===== src/rtl/u8dec_pkg.sv =====
// Shared types, constants and per-byte helper functions of the UTF-8 decoder.
// Depends on nothing; used by u8dec_step, u8dec_rspq and the top level.
`default_nettype none

package u8dec_pkg;

   localparam int unsigned Q_DEPTH = 4;
   localparam int unsigned Q_AW    = 2;

   localparam logic [7:0] ASCII_LIMIT  = 8'h80;
   localparam logic [7:0] LEAD_MIN     = 8'hC2;
   localparam logic [7:0] LEAD_MAX     = 8'hF4;
   localparam logic [7:0] LEAD_E0      = 8'hE0;
   localparam logic [7:0] LEAD_ED      = 8'hED;
   localparam logic [7:0] LEAD_F0      = 8'hF0;
   localparam logic [7:0] CONT_LO      = 8'h80;
   localparam logic [7:0] CONT_HI      = 8'hBF;
   localparam logic [7:0] SECOND_LO_E0 = 8'hA0;
   localparam logic [7:0] SECOND_HI_ED = 8'h9F;
   localparam logic [7:0] SECOND_LO_F0 = 8'h90;
   localparam logic [7:0] SECOND_HI_F4 = 8'h8F;
   localparam logic [7:0] MASK_2       = 8'h1F;
   localparam logic [7:0] MASK_3       = 8'h0F;
   localparam logic [7:0] MASK_4       = 8'h07;
   localparam logic [1:0] CONT_TAG     = 2'b10;

   typedef struct packed {
      logic [20:0] code_point;
      logic [2:0]  byte_count;
      logic        is_error;
      logic        last_of_run;
   } result_type;

   typedef struct packed {
      logic [2:0]  bytes_needed;
      logic [2:0]  bytes_seen;
      logic [7:0]  lead_byte;
      logic [20:0] partial_value;
   } seq_state_type;

   typedef struct packed {
      logic          has_result;
      result_type    result;
      seq_state_type seq;
   } lead_type;

   // Second-byte window from the well-formed byte table.
   function automatic logic second_ok(logic [7:0] lead, logic [7:0] b);
      logic [7:0] lo;
      logic [7:0] hi;
      lo = CONT_LO;
      hi = CONT_HI;
      if (lead == LEAD_E0) begin
         lo = SECOND_LO_E0;
      end else if (lead == LEAD_ED) begin
         hi = SECOND_HI_ED;
      end else if (lead == LEAD_F0) begin
         lo = SECOND_LO_F0;
      end else if (lead == LEAD_MAX) begin
         hi = SECOND_HI_F4;
      end
      return (b >= lo) && (b <= hi);
   endfunction

   // Treat a byte as the start of a sequence. Either one result comes out
   // (seq stays closed) or a new sequence opens (no result).
   function automatic lead_type take_lead(logic [7:0] b, logic buf_end);
      lead_type   t;
      logic [2:0] n;
      logic [7:0] mask;
      t    = '0;
      n    = 3'd2;
      mask = MASK_2;
      if (b < ASCII_LIMIT) begin
         t.has_result             = 1'b1;
         t.result.code_point      = {13'd0, b};
         t.result.byte_count      = 3'd1;
         t.result.last_of_run     = 1'b1;
      end else if ((b < LEAD_MIN) || (b > LEAD_MAX)) begin
         t.has_result             = 1'b1;
         t.result.byte_count      = 3'd1;
         t.result.is_error        = 1'b1;
         t.result.last_of_run     = 1'b1;
      end else begin
         if (b < LEAD_E0) begin
            n    = 3'd2;
            mask = MASK_2;
         end else if (b < LEAD_F0) begin
            n    = 3'd3;
            mask = MASK_3;
         end else begin
            n    = 3'd4;
            mask = MASK_4;
         end
         if (buf_end) begin
            t.has_result          = 1'b1;
            t.result.byte_count   = 3'd1;
            t.result.is_error     = 1'b1;
            t.result.last_of_run  = 1'b1;
         end else begin
            t.seq.bytes_needed    = n;
            t.seq.bytes_seen      = 3'd1;
            t.seq.lead_byte       = b;
            t.seq.partial_value   = {13'd0, b & mask};
         end
      end
      return t;
   endfunction

endpackage

`default_nettype wire


===== src/rtl/u8dec_step.sv =====
// Per-byte decode step: open sequence plus one byte gives up to two results
// and the next sequence state. Purely combinational; depends on u8dec_pkg.
`default_nettype none

module u8dec_step (
   input  wire u8dec_pkg::seq_state_type seq,
   input  wire logic [7:0]               data_byte,
   input  wire logic                     buffer_end,
   output u8dec_pkg::result_type         res0,
   output u8dec_pkg::result_type         res1,
   output logic [1:0]                    res_count,
   output u8dec_pkg::seq_state_type      seq_next
);

   u8dec_pkg::lead_type lead;
   logic                cont_ok;
   logic [20:0]         pv_shift;
   logic [2:0]          seen_inc;

   always_comb begin
      lead     = u8dec_pkg::take_lead(data_byte, buffer_end);
      cont_ok  = (seq.bytes_seen == 3'd1) ? u8dec_pkg::second_ok(seq.lead_byte, data_byte)
                                          : (data_byte[7:6] == u8dec_pkg::CONT_TAG);
      pv_shift = {seq.partial_value[14:0], data_byte[5:0]};
      seen_inc = seq.bytes_seen + 3'd1;

      res0      = '0;
      res1      = '0;
      res_count = 2'd0;
      seq_next  = '0;

      if (seq.bytes_needed == 3'd0) begin
         res0      = lead.result;
         res_count = {1'b0, lead.has_result};
         seq_next  = lead.seq;
      end else if (!cont_ok) begin
         // error for the broken sequence, then the byte again as a lead
         res0.byte_count  = seq.bytes_seen;
         res0.is_error    = 1'b1;
         res0.last_of_run = !lead.has_result;
         res1             = lead.result;
         res_count        = lead.has_result ? 2'd2 : 2'd1;
         seq_next         = lead.seq;
      end else if (seen_inc >= seq.bytes_needed) begin
         res0.code_point  = pv_shift;
         res0.byte_count  = seq.bytes_needed;
         res0.last_of_run = 1'b1;
         res_count        = 2'd1;
      end else if (buffer_end) begin
         res0.byte_count  = seen_inc;
         res0.is_error    = 1'b1;
         res0.last_of_run = 1'b1;
         res_count        = 2'd1;
      end else begin
         seq_next.bytes_needed  = seq.bytes_needed;
         seq_next.bytes_seen    = seen_inc;
         seq_next.lead_byte     = seq.lead_byte;
         seq_next.partial_value = pv_shift;
      end
   end

endmodule

`default_nettype wire


===== src/rtl/u8dec_rspq.sv =====
// Result queue: takes zero, one or two results a cycle, hands out one while pop_ready is high.
// Depends on u8dec_pkg.
`default_nettype none

module u8dec_rspq (
   input  wire logic                  clock,
   input  wire logic                  reset,
   input  wire logic [1:0]            push_count,
   input  wire u8dec_pkg::result_type push0,
   input  wire u8dec_pkg::result_type push1,
   output logic                       room,
   input  wire logic                  pop_ready,
   output logic                       out_valid,
   output u8dec_pkg::result_type      out_result
);

   localparam int unsigned CW = u8dec_pkg::Q_AW + 1;

   u8dec_pkg::result_type         entry_ff [u8dec_pkg::Q_DEPTH];
   logic [u8dec_pkg::Q_AW-1:0]    head_ff;
   logic [u8dec_pkg::Q_AW-1:0]    head_in;
   logic [CW-1:0]                 count_ff;
   logic [CW-1:0]                 count_in;
   logic [u8dec_pkg::Q_AW-1:0]    tail;
   logic [u8dec_pkg::Q_AW-1:0]    tail_next;
   logic                          pop;

   always_comb begin
      out_valid  = (count_ff != '0);
      out_result = entry_ff[head_ff];
      pop        = out_valid && pop_ready;
      room       = (count_ff <= CW'(u8dec_pkg::Q_DEPTH - 2));
      tail       = head_ff + count_ff[u8dec_pkg::Q_AW-1:0];
      tail_next  = tail + u8dec_pkg::Q_AW'(1);
      head_in    = pop ? head_ff + u8dec_pkg::Q_AW'(1) : head_ff;
      count_in   = count_ff + CW'(push_count) - CW'(pop);
   end

   always_ff @(posedge clock) begin
      if (reset) begin
         head_ff  <= '0;
         count_ff <= '0;
      end else begin
         head_ff  <= head_in;
         count_ff <= count_in;
      end
   end

   always_ff @(posedge clock) begin
      if (push_count != 2'd0) begin
         entry_ff[tail] <= push0;
      end
      if (push_count == 2'd2) begin
         entry_ff[tail_next] <= push1;
      end
   end

endmodule

`default_nettype wire


===== src/rtl/utf8_validating_decoder_core.sv =====
// Top level of the UTF-8 validating decoder: input register, decode step,
// result queue. Depends on u8dec_pkg, u8dec_step and u8dec_rspq.
//
//  channel | ports                                         | direction
//  --------+-----------------------------------------------+----------
//  req     | req_valid/ready, req_data_byte, req_buffer_end | in
//  rsp     | rsp_valid/ready, rsp_code_point, rsp_byte_count,| out
//          | rsp_is_error, rsp_last_of_run                 |
//
// One byte per cycle is taken while the input register is empty or the
// queue has room; its result passes the input register, then the result
// queue, before rsp offers it. A byte that yields two results (broken
// sequence plus the retried lead) gives two; the 4-entry queue absorbs that.
// The input register moves a byte into the decoder only while the queue has
// room for two results, so req_ready never depends on rsp_ready directly.
// Synchronous reset closes any open sequence and empties the queue.
`default_nettype none

module utf8_validating_decoder_core (
   input  wire logic        clock,
   input  wire logic        reset,
   input  wire logic        req_valid,
   output logic             req_ready,
   input  wire logic [7:0]  req_data_byte,
   input  wire logic        req_buffer_end,
   output logic             rsp_valid,
   input  wire logic        rsp_ready,
   output logic [20:0]      rsp_code_point,
   output logic [2:0]       rsp_byte_count,
   output logic             rsp_is_error,
   output logic             rsp_last_of_run
);

   // input register
   logic       in_valid_ff;
   logic       in_valid_in;
   logic [7:0] in_byte_ff;
   logic       in_end_ff;

   // open sequence
   u8dec_pkg::seq_state_type seq_ff;
   u8dec_pkg::seq_state_type seq_in;
   u8dec_pkg::seq_state_type step_next;

   u8dec_pkg::result_type res0;
   u8dec_pkg::result_type res1;
   u8dec_pkg::result_type q_out;
   logic [1:0]            res_count;
   logic [1:0]            push_count;
   logic                  q_room;
   logic                  consume;
   logic                  req_take;

   always_comb begin
      consume     = in_valid_ff && q_room;
      req_ready   = !in_valid_ff || q_room;
      req_take    = req_valid && req_ready;
      in_valid_in = req_take ? 1'b1 : (consume ? 1'b0 : in_valid_ff);
      seq_in      = consume ? step_next : seq_ff;
      push_count  = consume ? res_count : 2'd0;
   end

   always_ff @(posedge clock) begin
      if (reset) begin
         in_valid_ff <= 1'b0;
         seq_ff      <= '0;
      end else begin
         in_valid_ff <= in_valid_in;
         seq_ff      <= seq_in;
      end
   end

   // payload only, no reset needed
   always_ff @(posedge clock) begin
      if (req_take) begin
         in_byte_ff <= req_data_byte;
         in_end_ff  <= req_buffer_end;
      end
   end

   u8dec_step u_step (
      .seq        (seq_ff),
      .data_byte  (in_byte_ff),
      .buffer_end (in_end_ff),
      .res0       (res0),
      .res1       (res1),
      .res_count  (res_count),
      .seq_next   (step_next)
   );

   u8dec_rspq u_rspq (
      .clock      (clock),
      .reset      (reset),
      .push_count (push_count),
      .push0      (res0),
      .push1      (res1),
      .room       (q_room),
      .pop_ready  (rsp_ready),
      .out_valid  (rsp_valid),
      .out_result (q_out)
   );

   assign rsp_code_point  = q_out.code_point;
   assign rsp_byte_count  = q_out.byte_count;
   assign rsp_is_error    = q_out.is_error;
   assign rsp_last_of_run = q_out.last_of_run;

endmodule

`default_nettype wire


===== config.mk =====
export PLATFORM = sky130hd
export DESIGN_NAME = utf8_validating_decoder_core
export DESIGN_NICKNAME = d
export VERILOG_FILES = /design/src/rtl/u8dec_pkg.sv /design/src/rtl/u8dec_step.sv /design/src/rtl/u8dec_rspq.sv /design/src/rtl/utf8_validating_decoder_core.sv
export SDC_FILE = /design/constraint.sdc
export NUM_CORES = 1
export LEC_CHECK = 0
export BUFFER_PORTS_ARGS = -buffer_cell sky130_fd_sc_hd__buf_4
export CAP_MARGIN = 20
export CORE_MARGIN = 4
export CORE_UTILIZATION = 46
export DETAILED_ROUTE_END_ITERATION = 8
export REMOVE_ABC_BUFFERS = 1
export SYNTH_ARGS = -nofsm -noshare
export SYNTH_HDL_FRONTEND = slang
export SYNTH_SLANG_ARGS = --single-unit

===== constraint.sdc =====
create_clock -name clock -period 3.9 [get_ports clock]
set_input_delay 0.585 -clock clock [delete_from_list [all_inputs] [get_ports clock]]
set_output_delay 0.585 -clock clock [all_outputs]
set_load 0.01 [all_outputs]

Word level (Yosys, flattened, before mapping)
Memory sizes are Yosys's and may differ from the RTL's. A register that Yosys moved wholly into a read port is not among the register bits.
Cells that the tools add are included.

operators by class
  shift operators = 0
  reductions and logical operators = 13
  bitwise logic cells = 1
  equality and inequality tests = 8
  $lt $le $gt $ge = 9
  add/subtract/negate cells = 6
  $mul = 0
  mux-type cells = 54
  div/mod/pow operators = 0

operators by type and width
  kind                                                            count
  35-bit 2-to-1 mux                                               7
  8-bit 2-to-1 mux                                                9
  26-bit 2-to-1 mux                                               2
  21-bit 2-to-1 mux                                               2
  8-bit == test (second input constant)                           4
  8-bit less-than comparator (second input constant)              4
  5-bit 2-to-1 mux                                                4
  1-bit 2-to-1 mux                                                15
  3-bit 2-to-1 mux                                                5
  2-bit 2-to-1 mux                                                7
  13-bit 2-to-1 mux                                               1
  8-bit bitwise AND                                               1
  8-bit >= comparator                                             1
  8-bit > comparator (second input constant)                      1
  8-bit less-or-equal comparator                                  1
  6-bit 2-to-1 mux                                                1
  2-bit by 1-bit adder with 2-bit output (second input constant)  2
  2-bit == test (second input constant)                           2
  1-bit logical AND                                               4
  4-bit 2-to-1 mux                                                1
  4-bit inequality test (second input constant)                   1
  2-bit nonzero test                                              2
  3-bit by 1-bit adder with 3-bit output (second input constant)  1
  3-bit by 2-bit adder with 3-bit output                          1
  10 further kinds                                                12

word-level totals
  input port bits = 13
  bits in latches = 0
  memories kept = 1
  memory bits (writable) = 104
  ROM bits = 0
  register bits after elaboration = 44

memories
  name             words  bits a word  read ports  clocked after memory_dff  write ports  RTL line          RTL
  u_rspq.entry_ff  4      26           1           1                         2            u8dec_rspq.sv:19  u8dec_pkg::result_type entry_ff [u8dec_pkg::Q_DEPTH];

Depth between registers and ports, before layout
Gate-level depths: netlist (run 1).

  depth after elaboration = 14
  depth in mapped cells = 17
  mapped depth without buffers = 17

By module
A second synthesis (run 1) with hierarchy kept.

unflattened totals
  cell total of the unflattened synthesis = 647
  area total of the unflattened synthesis = 8727.1 um^2

by module, submodules not included
  module                        times used  area an instance (um^2)  sequential area each (um^2)  cells each
  u8dec_rspq                    1           5459.0                   3263.1                       294
  utf8_validating_decoder_core  1           2008.2                   991.0                        176
  u8dec_step                    1           1260.0                   0.0                          177

Least setup slack after synthesis (run 1)
OpenSTA, ideal clock, no wires.

  path kind = register to register
  start point = reg seq_ff[22] (netlist name)
  end point = reg u_rspq.count_ff[2]
  library setup time = 128 ps
  required time = 3772 ps
  arrival time = 3377 ps
  setup slack = 395 ps
  period minus slack after synthesis = 3505 ps
  cell stages (with the launch flop) = 15
  path buffers = 0
  cell sequence = dfxtp_1 and4b_1 nand2_1 or3_1 ha_1 nor2b_1 o41a_4 o21a_2 nor2_4 inv_1 ha_1 fa_1 xnor2_1 xnor2_1 nor2_1

on the way
  word-level cells in the longest chain between the ends = 13
  elaborated cells on any way between the ends = 20

RTL lines
  element                                        RTL line                            RTL
  from (decl)                                    utf8_validating_decoder_core.sv:41  u8dec_pkg::seq_state_type seq_ff;
  from (signal assigned)                         utf8_validating_decoder_core.sv:69  seq_ff <= seq_in;
  8-bit == test                                  u8dec_pkg.sv:59                     end else if (lead == LEAD_MAX) begin
  6-bit 2-to-1 mux                               u8dec_pkg.sv:59
  8-bit 2-to-1 mux                               u8dec_pkg.sv:57                     end else if (lead == LEAD_F0) begin
  8-bit 2-to-1 mux                               u8dec_pkg.sv:55                     end else if (lead == LEAD_ED) begin
  8-bit 2-to-1 mux                               u8dec_pkg.sv:53                     if (lead == LEAD_E0) begin
  8-bit less-or-equal comparator                 u8dec_pkg.sv:62                     return (b >= lo) && (b <= hi);
  1-bit logical AND *                            u8dec_pkg.sv:62
  1-bit 2-to-1 mux *                             u8dec_step.sv:22                    cont_ok = (seq.bytes_seen == 3'd1) ? u8dec_pkg::second_ok(seq.lead_byte, data_byte)
  2-bit 2-to-1 mux *                             u8dec_step.sv:36                    end else if (!cont_ok) begin
  2-bit 2-to-1 mux *                             u8dec_step.sv:32                    if (seq.bytes_needed == 3'd0) begin
  2-bit 2-to-1 mux *                             utf8_validating_decoder_core.sv:60  push_count = consume ? res_count : 2'd0;
  3-bit by 2-bit adder with 3-bit output *       u8dec_rspq.sv:36                    count_in = count_ff + CW'(push_count) - CW'(pop);
  3-bit by 1-bit subtractor with 3-bit output *  u8dec_rspq.sv:36
  to (signal assigned)                           u8dec_rspq.sv:45                    count_ff <= count_in;
  to (decl)                                      u8dec_rspq.sv:22                    logic [CW-1:0] count_ff;

Mark *: on every way between the ends. The rest lies on a longest branch, timed or not.
A chain may end at the register's enable or synchronous reset.

Worst setup path after layout (run 1)
Same ends and word-level chain as after synthesis.

==> results of run 1 <==
[cells in the mapped netlist, drive strengths merged, types with 2 or more instances]
library cell and count:
and2 4, nor2 42, a22oi 3, inv 18, or3 4, nor2b 21
ha 13, a2bb2oi 4, xor2 4, nand2b 5, a21o 4, xnor2 4
nand2 69, or2 2, a22o 9, o2bb2ai 4, o22ai 9, o211ai 3
a21boi 2, o21ai 16, a32o 40, and4b 2, a21oi 40, a211oi 4
nand4 2, nor3 7, nor3b 2, buf 21, dfxtp 97, nand3 19
clkbuf 15, edfxtp 53, mux4 26
[state kept, by name (all words and copies together) (netlist names), named ones only]
signal	count
in_byte_ff	8
in_end_ff	1
in_valid_ff	1
seq_ff	29
u_rspq.count_ff	3
u_rspq.entry_ff	104
u_rspq.head_ff	2
[cells in the final DEF, fill, tap and decap left out, drive strengths merged, types with 5 or more instances in the layout]
cell type / instances
inv: 19
o21ai: 16
a32o: 40
ha: 13
mux4: 26
nand2b: 5
nand3: 19
clkbuf: 26
buf: 56
dfxtp: 97
a22o: 9
nand2: 69
clkinv: 5
nor2: 42
nor3: 7
nor2b: 21
a21oi: 40
edfxtp: 53
o22ai: 9
[cell families after synthesis]
kind of cell | Yosys count | synth area share (%)
compound gates | 149 | 18.3
flops | 150 | 52.1
simple gates | 183 | 13.3
mux | 27 | 8.77
xor+xnor | 8 | 1.03
fa+ha+maj | 14 | 2.69
buf+inv | 54 | 3.89
[per-stage QoR]
stage / cells / setup TNS, ns / total power (W) / cell area, um^2
floorplan: 549 / -0.881 / 0.00251 / 6590
global placement: 788 / 0 / 0.00288 / 7240
detailed placement: 788 / 0 / 0.00290 / 7240
CTS: 820 / 0 / 0.00441 / 7800
global route: 821 / 0 / 0.00460 / 7820
finish: 821 / 0 / 0.00439 / 7820
[worst min-delay path by stage]
stage	to	slack, ns
global placement	seq_ff[27]	0.43
CTS	in_byte_ff[1]	0.32
global route	in_byte_ff[1]	0.32
detailed placement	seq_ff[27]	0.44
floorplan	seq_ff[27]	0.42
finish	in_byte_ff[1]	0.34
[worst max-delay path: stages, from the launching register on]
cell and delay (ns):
dfxtp_1 0.31, and4b_1 0.26, nand2_1 0.08, or3_1 0.33
ha_1 0.30, nor2b_1 0.16, o41a_4 0.45, o21a_2 0.29
a21oi_1 0.47, inv_1 0.10, ha_1 0.21, inv_1 0.06
fa_1 0.18, xnor2_1 0.14, xnor2_1 0.14, nor2_1 0.06
[final cells by class]
cell class                 instances  share of cell area, %
clock buffer                      26                   6.56
sequential                       150                   45.2
clock inverter                     6                  0.528
timing repair buffer              56                   5.54
tap                              184                   2.94
multi-input combinational        381                   38.3
inverter                          18                  0.864
[power groups by stage]
stage               combinational, W  clock [W]  sequential, W
finish                       0.00103    0.00152        0.00184
global route                 0.00111    0.00162        0.00186
CTS                         0.000976    0.00155        0.00189
detailed placement          0.000972          0        0.00192
global placement            0.000957          0        0.00192
floorplan                   0.000631          0        0.00188
[per-layer routing]
metal  global-route usage (%)  wire length (um)  vias to the layer above
li1                         -                 -                     2277
met1                     28.9              7510                     2411
met2                     32.6              7640                      148
met3                     4.33               856                       22
met4                     6.97               277                        0
met5                        0                 0                        -
==> impl_metrics.tcl, run 1 <==
set metrics [dict create \
    status "complete, no violations" \
    setup_slack_ns 0.257 \
    synth_area_leaders "dfxtp_1 (29%), edfxtp_1 (23%), mux4_2 (8.6%), a32o_1 (5.9%), nand2_1 (3.8%)" \
    vias 4858 \
    drive_gt1_share_pct 21.8 \
    finalMaxSlewViolations 0 \
    clk_pin_slew_ns 0.05 \
    power.switching_w 0.00132 \
    swShare_pct 30.1 \
    ios 41 \
    die_x_um 129 \
    drt-initial-drc-count 531 \
    gr-total-overflow 0 \
    core_area_um2 14500 \
    synth-seq-area-share_pct 52.1 \
    n_antenna_cell 0 \
    numPortBuffers 40 \
    cts_setup_buffers 0 \
    hold_buffers 0 \
    holdWs_ns 0.338 \
    syn_to_final_growth_pct 15.2 \
    ys_warn_count 0 \
    hold_start "req_data_byte[1]" \
    place_ws_ns 0.317 \
    dieHeight_um 129 \
    grt_pass1_vias 4816 \
    peakVddDrop_mv 0.326 \
    netlist_instances 585 \
    grt_pass1_wl_mm 26.5 \
    synth_ff_type "dfxtp_1" \
    timing_hold_violations_final 0 \
    yosys.area.top_type "dfxtp_1" \
    cp.required_ns 4.21 \
    tritoncts "yes" \
    register_area_um2 3530 \
    drv_cap 0 \
    worst_pin_slew_ns 0.759 \
    ys_seq_elements 150 \
    endpoint "u_rspq.count_ff[2]" \
    crit_type "flop to flop" \
    globalplace.congestion 0.868 \
    finalWirelength_mm 16.3 \
    synth_top_area_share_pct 28.6 \
    numClockSinks 150 \
    reg2regPathDepth 15 \
    multiInputGateArea_um2 3000 \
    cts-root-buf "clkbuf_16" \
    drc 0 \
    leakage_nw 2.76 \
    rsz0062_at_grt "false" \
    crit_arrival_ns 3.95 \
    cts_buffer_depth 2 \
    power_density_nw_per_um2 562 \
    htree_levels 4 \
    min_period_ns 3.64 \
    syn_area_per_cell_um2 11.6 \
    finalNetCount 651 \
    postCtsResizedCells 0 \
    num_rows 44 \
    viasPerCell 5.92 \
    pwr-share-seq_pct 42.0 \
    async_flop_share_pct 0 \
    holdPathStages 1 \
    r2r_end "u_rspq.count_ff[2]" \
    dr.pass1.iters 5 \
    rrSetupSlack_ns 0.26 \
    fillers 1254 \
    internal-power_w 0.00307 \
    path_max_fanout 7 \
    grtUsageTotal_pct 20.7 \
    synth_edf_count 53 \
    clk_latency_ns 0.42 \
    p_clk_share_pct 34.7 \
    grt_max_degree 54 \
    wire_per_inst_um 19.8 \
    worst_setup_path_start_kind "flop" \
    startpoint "seq_ff[22]" \
    cts_made_buffers 17 \
    worst_r2r_startpoint "seq_ff[22]" \
    die-area_um2 16800 \
    setup_violations 0 \
    endpoint_kind "flop" \
    synthDistinctLibCells 68 \
    period_share_pct 93.4 \
    ant_nets 0 \
    hold_path.class "input pin to flop" \
    clock.fmax_ghz 0.274 \
    synth_area_um2 6790 \
    slew_headroom_pct 49.0 \
    comb_power_share_pct 23.3 \
    antenna_found_initial 0 \
    clock_skew_ns 0.00627 \
    start_util_pct 46.9 \
    fin_util_pct 54.0 \
    dpl.hpwl_mm 10.9 \
]
Note: power is estimated with default switching activity, not from simulation.
==> run 2: changes to the inputs <==
--- a/config.mk
+++ b/config.mk
@@ -7,6 +7,7 @@
 export LEC_CHECK = 0
 export BUFFER_PORTS_ARGS = -buffer_cell sky130_fd_sc_hd__buf_4
 export CAP_MARGIN = 20
+export CORE_ASPECT_RATIO = 1.4
 export CORE_MARGIN = 4
 export CORE_UTILIZATION = 46
 export DETAILED_ROUTE_END_ITERATION = 8
==> run 2 against run 1 <==
Die area grew 0.16%; via count shrank 0.16%; routed wire length grew 0.47%; global-route usage shrank 0.57 points; critical path type unchanged; highest routed layer unchanged.
==> impl_metrics.tcl, run 2 (synthesis results as in run 1) <==
set metrics [dict create \
    status "complete, no violations" \
    setup_slack_ns 0.328 \
    reg2regPathDepth 14 \
    viasPerCell 5.86 \
    largest_register "u_rspq.entry_ff" \
    dieHeight_um 152 \
    rrSetupSlack_ns 0.33 \
    drive_gt1_share_pct 22.4 \
    drc 0 \
    min_period_ns 3.57 \
    worst_pin_slew_ns 0.695 \
    largest_reg_flops 104 \
    numPortBuffers 40 \
    cts_buffer_depth 2 \
    num_rows 52 \
    dp.cells 794 \
    path_max_fanout 7 \
    period_share_pct 91.6 \
    cp.buffers_inverters 1 \
    die-area_um2 16800 \
    grt_max_degree 54 \
    vias 4850 \
    hold_buffers 0 \
    dpl.hpwl_mm 11.0 \
    grt_pass1_wl_mm 26.2 \
    slowest_stage "o41a_4" \
    rsz0062_at_grt "false" \
    holdPathStages 1 \
    crit_type "flop to flop" \
    r2r_end "u_rspq.count_ff[2]" \
    wire_per_inst_um 19.8 \
    endpoint_kind "flop" \
    drv_cap 0 \
    core_area_um2 14400 \
    dr.pass1.iters 5 \
    worst_setup_path_start_kind "flop" \
    gr-total-overflow 0 \
    cts_setup_buffers 0 \
    power_w 0.00453 \
    numClockSinks 150 \
    power_density_nw_per_um2 576 \
    grtUsageTotal_pct 20.2 \
    leakage_nw 2.78 \
    hold_start "req_data_byte[7]" \
    slowest_delay_ns 0.45 \
    antenna_found_initial 0 \
    final_common_cell "dfxtp_1" \
    clk_latency_ns 0.42 \
    postCtsResizedCells 0 \
    ant_nets 0 \
    setup_violations 0 \
    start_util_pct 47.0 \
    timing_hold_violations_final 0 \
    worstPathCellList "and4b_1, nand2_1, or3_1, ha_1, nor2b_1, o41a_4, o21a_2, nor2_4, inv_1, ha_1, fa_1, xnor2_1, xnor2_1, nor2_1" \
    cp.required_ns 4.21 \
    crit_arrival_ns 3.88 \
    tns_ns 0 \
    worst_r2r_startpoint "seq_ff[22]" \
    min_to "in_byte_ff[7]" \
    globalplace.congestion 0.844 \
    drt-initial-drc-count 313 \
    stdcell_count 827 \
    cts_made_buffers 17 \
    slew_headroom_pct 53.7 \
    clk_pin_slew_ns 0.07 \
    place_ws_ns 0.333 \
    syn_to_final_growth_pct 16.0 \
    finalWirelength_mm 16.4 \
    die_x_um 111 \
    finalNetCount 652 \
    holdWs_ns 0.333 \
    cts-root-buf "clkbuf_16" \
    htree_levels 4 \
    critical_path.top_delay_family "simple AND/OR/NAND/NOR gates" \
    final_cell_mix "dfxtp_1 (96), nand2_1 (68), buf_4 (56)" \
    clock_skew_ns 0.0133 \
    ios 41 \
    tritoncts "yes" \
    clock.fmax_ghz 0.280 \
    hold_path.class "input pin to flop" \
    top_regs "u_rspq.entry_ff (104), seq_ff (29), in_byte_ff (8)" \
    n_antenna_cell 0 \
    peakVddDrop_mv 0.252 \
    finalMaxSlewViolations 0 \
    grt_pass1_vias 4891 \
]
==> run 2: cell count changes in the layout (fill, tap and decap cells not counted), sizes merged <==
cell      change
inv          +10
clkbuf        -8
clkinv        -5
clkinvlp      +2
buf           +1
bufinv        +1
==> run 2: how the worst max path moves through the flow <==
stage / slack [ns] / cells after the start / startpoint / endpoint
finish: 0.33 / 14 / seq_ff[22] / u_rspq.count_ff[2]
global route: 0.14 / 14 / seq_ff[22] / u_rspq.count_ff[2]
CTS: 0.31 / 14 / seq_ff[22] / u_rspq.count_ff[2]
detailed placement: 0.33 / 14 / seq_ff[22] / u_rspq.count_ff[2]
global placement: 0.39 / 14 / seq_ff[22] / u_rspq.count_ff[2]
floorplan: -0.19 / 9 / seq_ff[29] / u_rspq.entry_ff[0][11]
==> run 2: worst register-to-register path, delay by kind of cell (launching register included) <==
kind,cells,cell delay (ns)
xor gates and xnor gates,2,0.32
and+or+nand+nor,6,1.02
AOI/OAI and AO/OA,2,0.75
buffers and inverters,1,0.05
adders and majority gates,3,1.01
DFF,1,0.31
==> run 2: routing by layer <==
layer / share of wire [%] / up-vias / GRT usage (%)
met1: 38 / 2380 / 22.2
met4: 2.5 / 0 / 9.37
met5: 0 / - / 0
met2: 55 / 163 / 37.6
met3: 4.3 / 24 / 3.93
li1: - / 2283 / -
==> run 2: stage by stage <==
stage	utilization, %	cell area [um^2]
3_3_place_gp	50.2	7260
6_report	54.5	7870
4_1_cts	54.4	7850
3_5_place_dp	50.2	7260
2_1_floorplan	-	6590
5_1_grt	54.5	7870
==> run 2: final cells by class <==
type	instances	area, um^2
fillers	1289	6570
clock buffers	18	450
flip-flops and latches	150	3530
repair buffers	57	440
inverters	18	67.6
multi-input cells	381	3000
clock inverters	14	146
well taps	189	236
==> run 2: where the power goes <==
group	switching, W	internal [W]
Sequential	0.0000884	0.00174
Clock	0.000695	0.000944
Combinational	0.000634	0.000426
==> run 3: changes to the inputs <==
--- a/config.mk
+++ b/config.mk
@@ -9,8 +9,9 @@
 export CAP_MARGIN = 20
 export CORE_ASPECT_RATIO = 1.4
 export CORE_MARGIN = 4
-export CORE_UTILIZATION = 46
+export CORE_UTILIZATION = 57
 export DETAILED_ROUTE_END_ITERATION = 8
+export PLACE_DENSITY = 0.75
 export REMOVE_ABC_BUFFERS = 1
 export SYNTH_ARGS = -nofsm -noshare
 export SYNTH_HDL_FRONTEND = slang
==> run 3 against run 2 <==
Utilization rose by 13 points; critical endpoint unchanged; first-iteration DRC count grew 57%; critical path type unchanged; routed wire length grew 0.64%.
==> impl_metrics.tcl, run 3 (synthesis results as in run 1) <==
set metrics [dict create \
    status "complete, no violations" \
    largest_reg_flops 104 \
    timing_hold_violations_final 0 \
    hold_path.class "input pin to flop" \
    gr-total-overflow 0 \
    hold_start "req_data_byte[6]" \
    endpoint_kind "flop" \
    slowest_stage "o41a_4" \
    dpl.hpwl_mm 10.8 \
    register_area_um2 3530 \
    min_period_ns 3.55 \
    rrSetupSlack_ns 0.35 \
    setup_slack_ns 0.351 \
    worstPathCellList "and4b_1, nand2_1, or3_1, ha_1, nor2b_1, o41a_4, o21a_2, nor2_4, inv_1, ha_1, fa_1, xnor2_1, xnor2_1, nor2_1" \
    worst_r2r_startpoint "seq_ff[22]" \
    cts-root-buf "clkbuf_16" \
    largest_register "u_rspq.entry_ff" \
    fillers 865 \
    use_met1_pct 29.9 \
    grt.met2_usage_pct 44.9 \
    drv_cap 0 \
    dr.pass1.iters 6 \
    critical_path.top_delay_family "adder cells" \
    grt_max_degree 54 \
    drt-initial-drc-count 491 \
    multiInputGateArea_um2 3000 \
    slew_headroom_pct 46.5 \
    ios 41 \
    gr-usage-met3_pct 5.51 \
    slowest_delay_ns 0.45 \
    dieHeight_um 137 \
    clock_skew_ns 0.00781 \
    clk_latency_ns 0.42 \
    peakVddDrop_mv 0.343 \
    holdPathStages 1 \
    clock.fmax_ghz 0.282 \
    path_max_fanout 7 \
    drive_gt1_share_pct 22.1 \
    finalWirelength_mm 16.5 \
    finalNetCount 651 \
    ant_nets 0 \
    vias 5076 \
    worst_setup_path_start_kind "flop" \
    hold_buffers 0 \
    globalplace.congestion 0.879 \
    die-area_um2 13700 \
    n_antenna_cell 0 \
    grtUsageTotal_pct 25.3 \
    wire_per_inst_um 21.1 \
    viasPerCell 6.50 \
    reg2regPathDepth 14 \
    cp.required_ns 4.21 \
    numPortBuffers 40 \
    crit_type "flop to flop" \
    leakage_nw 2.78 \
    final_cell_mix "dfxtp_1 (96), nand2_1 (68), buf_4 (56)" \
    holdWs_ns 0.340 \
    placed_cell_area_um2 7200 \
    cts_buffer_depth 2 \
    grt_pass1_wl_mm 26.4 \
    clk_pin_slew_ns 0.06 \
    period_share_pct 91.0 \
    rsz0062_at_grt "false" \
    finalMaxSlewViolations 0 \
    postCtsResizedCells 0 \
    antenna_found_initial 0 \
    die_x_um 100 \
    power_density_nw_per_um2 577 \
    cts_made_buffers 17 \
    cp.buffers_inverters 1 \
    grt_pass1_vias 5007 \
    top_regs "u_rspq.entry_ff (104), seq_ff (29), in_byte_ff (8)" \
    cts_setup_buffers 0 \
    min_to "in_byte_ff[6]" \
    crit_arrival_ns 3.86 \
    place_ws_ns 0.355 \
    r2r_end "u_rspq.count_ff[2]" \
    drc 0 \
    worst_pin_slew_ns 0.797 \
    tritoncts "yes" \
    start_util_pct 59.0 \
    final_cell_area_um2 7790 \
    syn_to_final_growth_pct 14.7 \
    gr-max-usage-layer "met2" \
    core_area_um2 11500 \
    setup_violations 0 \
    final_common_cell "dfxtp_1" \
    numClockSinks 150 \
    htree_levels 4 \
    num_rows 46 \
]
## run 3: changes by cell type in the layout (fill, tap and decap cells not counted), sizes merged
cell      before  now
clkinv         0    6
inv           29   23
clkinvlp       2    0
buf           57   56
bufinv         1    2
clkbuf        18   19
## run 3: final cells by class
| cell class | instances | share of cell area, % |
|---|---|---|
| Clock inverter | 13 | 1.85 |
| Sequential cell | 150 | 45.4 |
| Multi-Input combinational cell | 381 | 38.5 |
| Clock buffer | 19 | 5.69 |
| Tap cell | 144 | 2.31 |
| Inverter | 18 | 0.868 |
| Timing Repair Buffer | 56 | 5.40 |
## run 3: report_power, final
group          internal (W)  switching (W)
registers           0.00175       0.000117
logic              0.000408       0.000615
clock network      0.000966       0.000641
total               0.00312        0.00137
## run 3: worst max-delay path by stage
stage | slack [ns] | from | end | cells after the start
after global placement | 0.38 | seq_ff[22] | u_rspq.count_ff[2] | 14
after global routing | 0.15 | seq_ff[22] | u_rspq.entry_ff[3][12] | 10
after detailed placement | 0.35 | seq_ff[22] | u_rspq.count_ff[2] | 14
final | 0.35 | seq_ff[22] | u_rspq.count_ff[2] | 14
after CTS | 0.33 | seq_ff[22] | u_rspq.count_ff[2] | 14
after floorplan | -0.19 | seq_ff[29] | u_rspq.entry_ff[0][11] | 9
## run 3: stage by stage
step	power, W	setup TNS (ns)	cells	util, %
finish	0.00449	0	781	67.7
global route	0.00469	0	781	67.7
CTS	0.00451	0	781	67.7
detailed placement	0.00291	0	749	62.6
global placement	0.00287	0	749	62.6
floorplan	0.00251	-0.881	549	-
## run 3: worst reg2reg max path, delay by kind of cell (launching register included)
family,cells,cell delay [ns]
AOI/OAI and AO/OA,2,0.75
xor gates and xnor gates,2,0.32
adders and majority gates,3,1.02
buffers and inverters,1,0.05
DFF,1,0.31
and+or+nand+nor,6,1.00
## run 3: per-layer routing
metal | wire length [um] | share of wire [%] | vias to the layer above
met5 | 0 | 0 | -
met2 | 8740 | 53 | 253
met4 | 361 | 2.2 | 0
li1 | - | - | 2284
met3 | 1160 | 7.1 | 39
met1 | 6200 | 38 | 2500
